<file path="config.mk">
export PLATFORM = sky130hd
export DESIGN_NAME = svgn_div3
export DESIGN_NICKNAME = d
export VERILOG_FILES = /design/src/rtl/svgn_div3.sv
export SDC_FILE = /design/constraint.sdc
export NUM_CORES = 1
export LEC_CHECK = 0
export ABC_AREA = 1
export BUFFER_PORTS_ARGS = -buffer_cell sky130_fd_sc_hd__buf_2
export CORE_MARGIN = 10
export CORE_UTILIZATION = 50
export CTS_CLUSTER_DIAMETER = 50
export DETAILED_ROUTE_END_ITERATION = 7
export GPL_TIMING_DRIVEN = 0
export MAX_ROUTING_LAYER = met4
export PLACE_DENSITY = 0.67
export SYNTH_ARGS = -nofsm -noshare
export SYNTH_HDL_FRONTEND = slang
export SYNTH_SLANG_ARGS = --single-unit
</file>
<file path="constraint.sdc">
create_clock -name clk -period 8.39 [get_ports clk]
set_input_delay 2.517 -clock clk [delete_from_list [all_inputs] [get_ports clk]]
set_output_delay 2.517 -clock clk [all_outputs]
set_load 0.005 [all_outputs]
</file>
<file path="src/rtl/svgn_div3.sv">
// svgn_div3: pipelined (p + 2q) / 3, rounded toward zero, for the quadratic raise.
// Shift-add reciprocal with an 8-bit remainder fixup. No package dependency.
module svgn_div3 #(
	parameter int W = 32,
	localparam int NS = $clog2(W + 1) - 2,
	localparam int NSTG = NS + 5
) (
	input  logic                clk,
	input  logic [NSTG-1:0]     en,
	input  logic signed [W-1:0] p,
	input  logic signed [W-1:0] q,
	output logic signed [W-1:0] quo
);

	localparam int M  = W + 1;   // magnitude width of p + 2q
	localparam int QC = NS + 3;  // fixup stage

	logic signed [W+1:0] n_s0;
	logic signed [W+1:0] nabs;
	logic [M-1:0]        m_s   [1:NS+2];
	logic                neg_s [1:NS+3];
	logic [M-1:0]        acc_s [0:NS];
	logic [M-1:0]        qc_s;
	logic signed [W-1:0] quo_s;
	logic [7:0]          rem;
	logic [15:0]         prod;
	logic [6:0]          corr;

	assign nabs = n_s0[W+1] ? -n_s0 : n_s0;

	// Estimate never exceeds m/3, so the remainder is small and non-negative.
	assign rem  = m_s[NS+2][7:0] - acc_s[NS][7:0] - {acc_s[NS][6:0], 1'b0};
	assign prod = {8'd0, rem} * 16'd171;
	assign corr = prod[15:9];

	always_ff @(posedge clk) begin
		if (en[0]) begin
			n_s0 <= {{2{p[W-1]}}, p} + {q[W-1], q, 1'b0};
		end
		if (en[1]) begin
			neg_s[1] <= n_s0[W+1];
			m_s[1]   <= nabs[M-1:0];
		end
		if (en[2]) begin
			acc_s[0] <= (m_s[1] >> 2) + (m_s[1] >> 4);
			m_s[2]   <= m_s[1];
			neg_s[2] <= neg_s[1];
		end
		// Each step doubles the span of the 1/4 + 1/16 + ... series.
		for (int i = 0; i < NS; i++) begin
			if (en[3+i]) begin
				acc_s[i+1] <= acc_s[i] + (acc_s[i] >> (4 << i));
				m_s[3+i]   <= m_s[2+i];
				neg_s[3+i] <= neg_s[2+i];
			end
		end
		if (en[QC]) begin
			qc_s      <= acc_s[NS] + M'(corr);
			neg_s[QC] <= neg_s[NS+2];
		end
		if (en[QC+1]) begin
			quo_s <= neg_s[QC] ? -qc_s[W-1:0] : qc_s[W-1:0];
		end
	end

	assign quo = quo_s;

endmodule

</file>
==> metrics <==
status finished, final reports clean; DRC viols 0; cts hold-fix bufs 0; DRT iter0 DRCs 1,523; Period minus WS final 7.32 ns; syn nets 4,081; antenna violations before repair 1; total number of vias 23,100; clk sinks 341; Avg Cell Area, Syn 7.20 sq um; maxcap violations 0; FMAX 137 MHz; # setup viols final 0; CP Data Arrival Time 7.66 ns; commonest non-fill, non-tap cell in the layout nand2_1; GPL Wtd Cong 0.939; number of fill cells in the layout 5,173; FF-to-FF Start acc_s[0][133]; Die Ht 254 um; Cells after Synth 3,793; Worst path slowest cell fa_1; Max FO, Critical Path 5; M1 WL 31,000 um; metal3 WL 3450 um; unrepaired setup endpoints after global routing false; number of global-route vias before repair 22,000; Pins Over Slew Limit 0; ys flop type edfxtp_1; Yosys warnings 0; actual slew at the worst max-slew pin 1.03 ns; DRT Wirelength 66,900 um; Resized Gates After CTS 0; Clock Tree Buf Depth 3; WP data required 8.72 ns; WL/cell 14.3 um; width of the die 254 um; gr ovfl total 0; skew final 0.0342 ns; I/O pin total 106; CTS H-tree depth 2; Post-Syn Area 0.0273 sq mm; crit share post-route 87.3%; critical hold path startpoint m_s[2][1]; clk root buf clkbuf_16; crit path launch type flip-flop; accumulated negative setup slack 0 ns; die area 0.0644 sq mm; Core ar. 0.0539 sq mm; Worst-path clk slew 0.06 ns; met2 WL post-DR 31,400 um; ANT nets after route 0; first-pass GRT wire length 110,000 um; Bufs and invs on worst path 4; most frequent cells in the layout 1,441 x nand2_1, 715 x inv_1, 341 x edfxtp_1, 296 x nor2_1, 196 x nand3_1; CP top delay family adder cells; Area after DPL 0.0287 sq mm; cell row count 85; Worst path max stage delay 0.54 ns; final-report hold violation count 0; Critical Path Sink Type flip-flop; pre-CTS setup slack 1.18 ns; Final nets 4,232; WS Path Type reg2reg; Placed Instances 4,594; CTS tree built; top sig layer met4; number of synthesized flops with an enable pin 341; Detailed Place HPWL 55,500 um; sequential area share after synthesis 37.5%; postcts setup bufs 0; Most common cell on crit path fa_1; Initial Util 50.7%; Async S/R FF share, synth 0%; largest net degree at the start of global routing 43; Vias/cell 4.94; Pre-Repair DR Iteration Count 6; proportion of layout cells with a drive suffix above 1 6.83%; worst setup margin 1.07 ns; Area Overhead vs Synth 10.7%; clock latency on the worst-skew pair 0.59 ns; post-route cell area 0.0303 sq mm; Hold Path Class reg2reg; Worst Setup SP acc_s[0][133]; flops & latches, synth 341; All-Layer GR Usage 21.7%; # port buffers 105; Slew HR 31.4%; CTS buffer count 44; Layout Cells excl Fill 4,676; Yosys cell types 41; antenna diode count 0
==> sequential cells by signal (all words and copies together), names as in the netlist <==
name and flops:
acc_s 163, m_s 73, n_s0 34, neg_s 7, qc_s 32, quo 32
==> final timing paths <==
path | endpoint | cells after the start | slack (ns)
setup reg to reg | qc_s[24] | 25 | 1.07
hold / removal | m_s[3][1] | 0 | 0.41
setup / recovery | qc_s[24] | 25 | 1.07
hold reg to reg | m_s[3][1] | 0 | 0.41
==> cell type report <==
cell class / count / area, sq um / area share, %
inverters: 732 / 2750 / 9.08
clock buffers: 47 / 1110 / 3.68
plain buffers: 9 / 42.5 / 0.141
well taps: 696 / 871 / 2.88
flip-flops and latches: 341 / 10200 / 33.8
clock inverters: 35 / 424 / 1.40
multi-input cells: 2711 / 14300 / 47.2
repair buffers: 105 / 526 / 1.74
==> cell families after synthesis <==
| family | count (synthesis) | synth area share [%] |
|---|---|---|
| buffers and inverters | 741 | 10.2 |
| and+or+nand+nor | 2132 | 32.3 |
| DFF | 341 | 37.5 |
| AOI/OAI and AO/OA | 183 | 3.72 |
| xor gates and xnor gates | 182 | 5.83 |
| adders and majority gates | 214 | 10.5 |
==> metal layers <==
metal  vias to the layer above  global-route usage [%]
met5                         -                       -
met4                         0                    4.55
met3                        85                    2.83
met2                       514                    36.1
met1                     10300                    27.9
li1                      12200                       -
==> through the flow <==
stage	hold slack [ns]	util (%)
2_1_floorplan	0.400	-
3_3_place_gp	0.402	53.3
3_5_place_dp	0.405	53.3
4_1_cts	0.410	56.1
5_1_grt	0.419	56.1
6_report	0.408	56.1
==> Yosys cell counts (16+ instances only) <==
cell | instances | area [sq um]
nand2_1 | 1441 | 5410
inv_1 | 715 | 2680
edfxtp_1 | 341 | 10200
nor2_1 | 296 | 1110
nand3_1 | 196 | 981
ha_1 | 190 | 2380
xor2_1 | 135 | 1180
a21oi_1 | 110 | 551
nand4_1 | 50 | 313
xnor2_1 | 47 | 412
nor3_1 | 46 | 230
o21ai_0 | 29 | 145
fa_1 | 24 | 480
and2_1 | 22 | 138
nor2_2 | 21 | 131
inv_2 | 17 | 63.8
nand2_2 | 16 | 100
==> worst reg2reg max path, cell delays in order (launching register included) <==
cell and delay [ns]:
edfxtp_1 0.44, inv_1 0.17, fa_1 0.45, ha_1 0.38, a21oi_1 0.21, o21ai_2 0.10
xor2_1 0.53, ha_1 0.38, fa_1 0.54, inv_1 0.05, fa_1 0.52, inv_1 0.05
fa_1 0.50, ha_1 0.33, nand2_1 0.12, o21ai_0 0.29, a21oi_1 0.09, xnor2_1 0.39
ha_1 0.25, inv_1 0.05, fa_1 0.42, o21ai_2 0.29, nand2_1 0.09, nand2_1 0.16
nand2_1 0.10, xor2_1 0.16
Power is left out: the tool's default activity adds up to more than one toggle a clock period on the data nets, which glitch-free logic cannot reach.
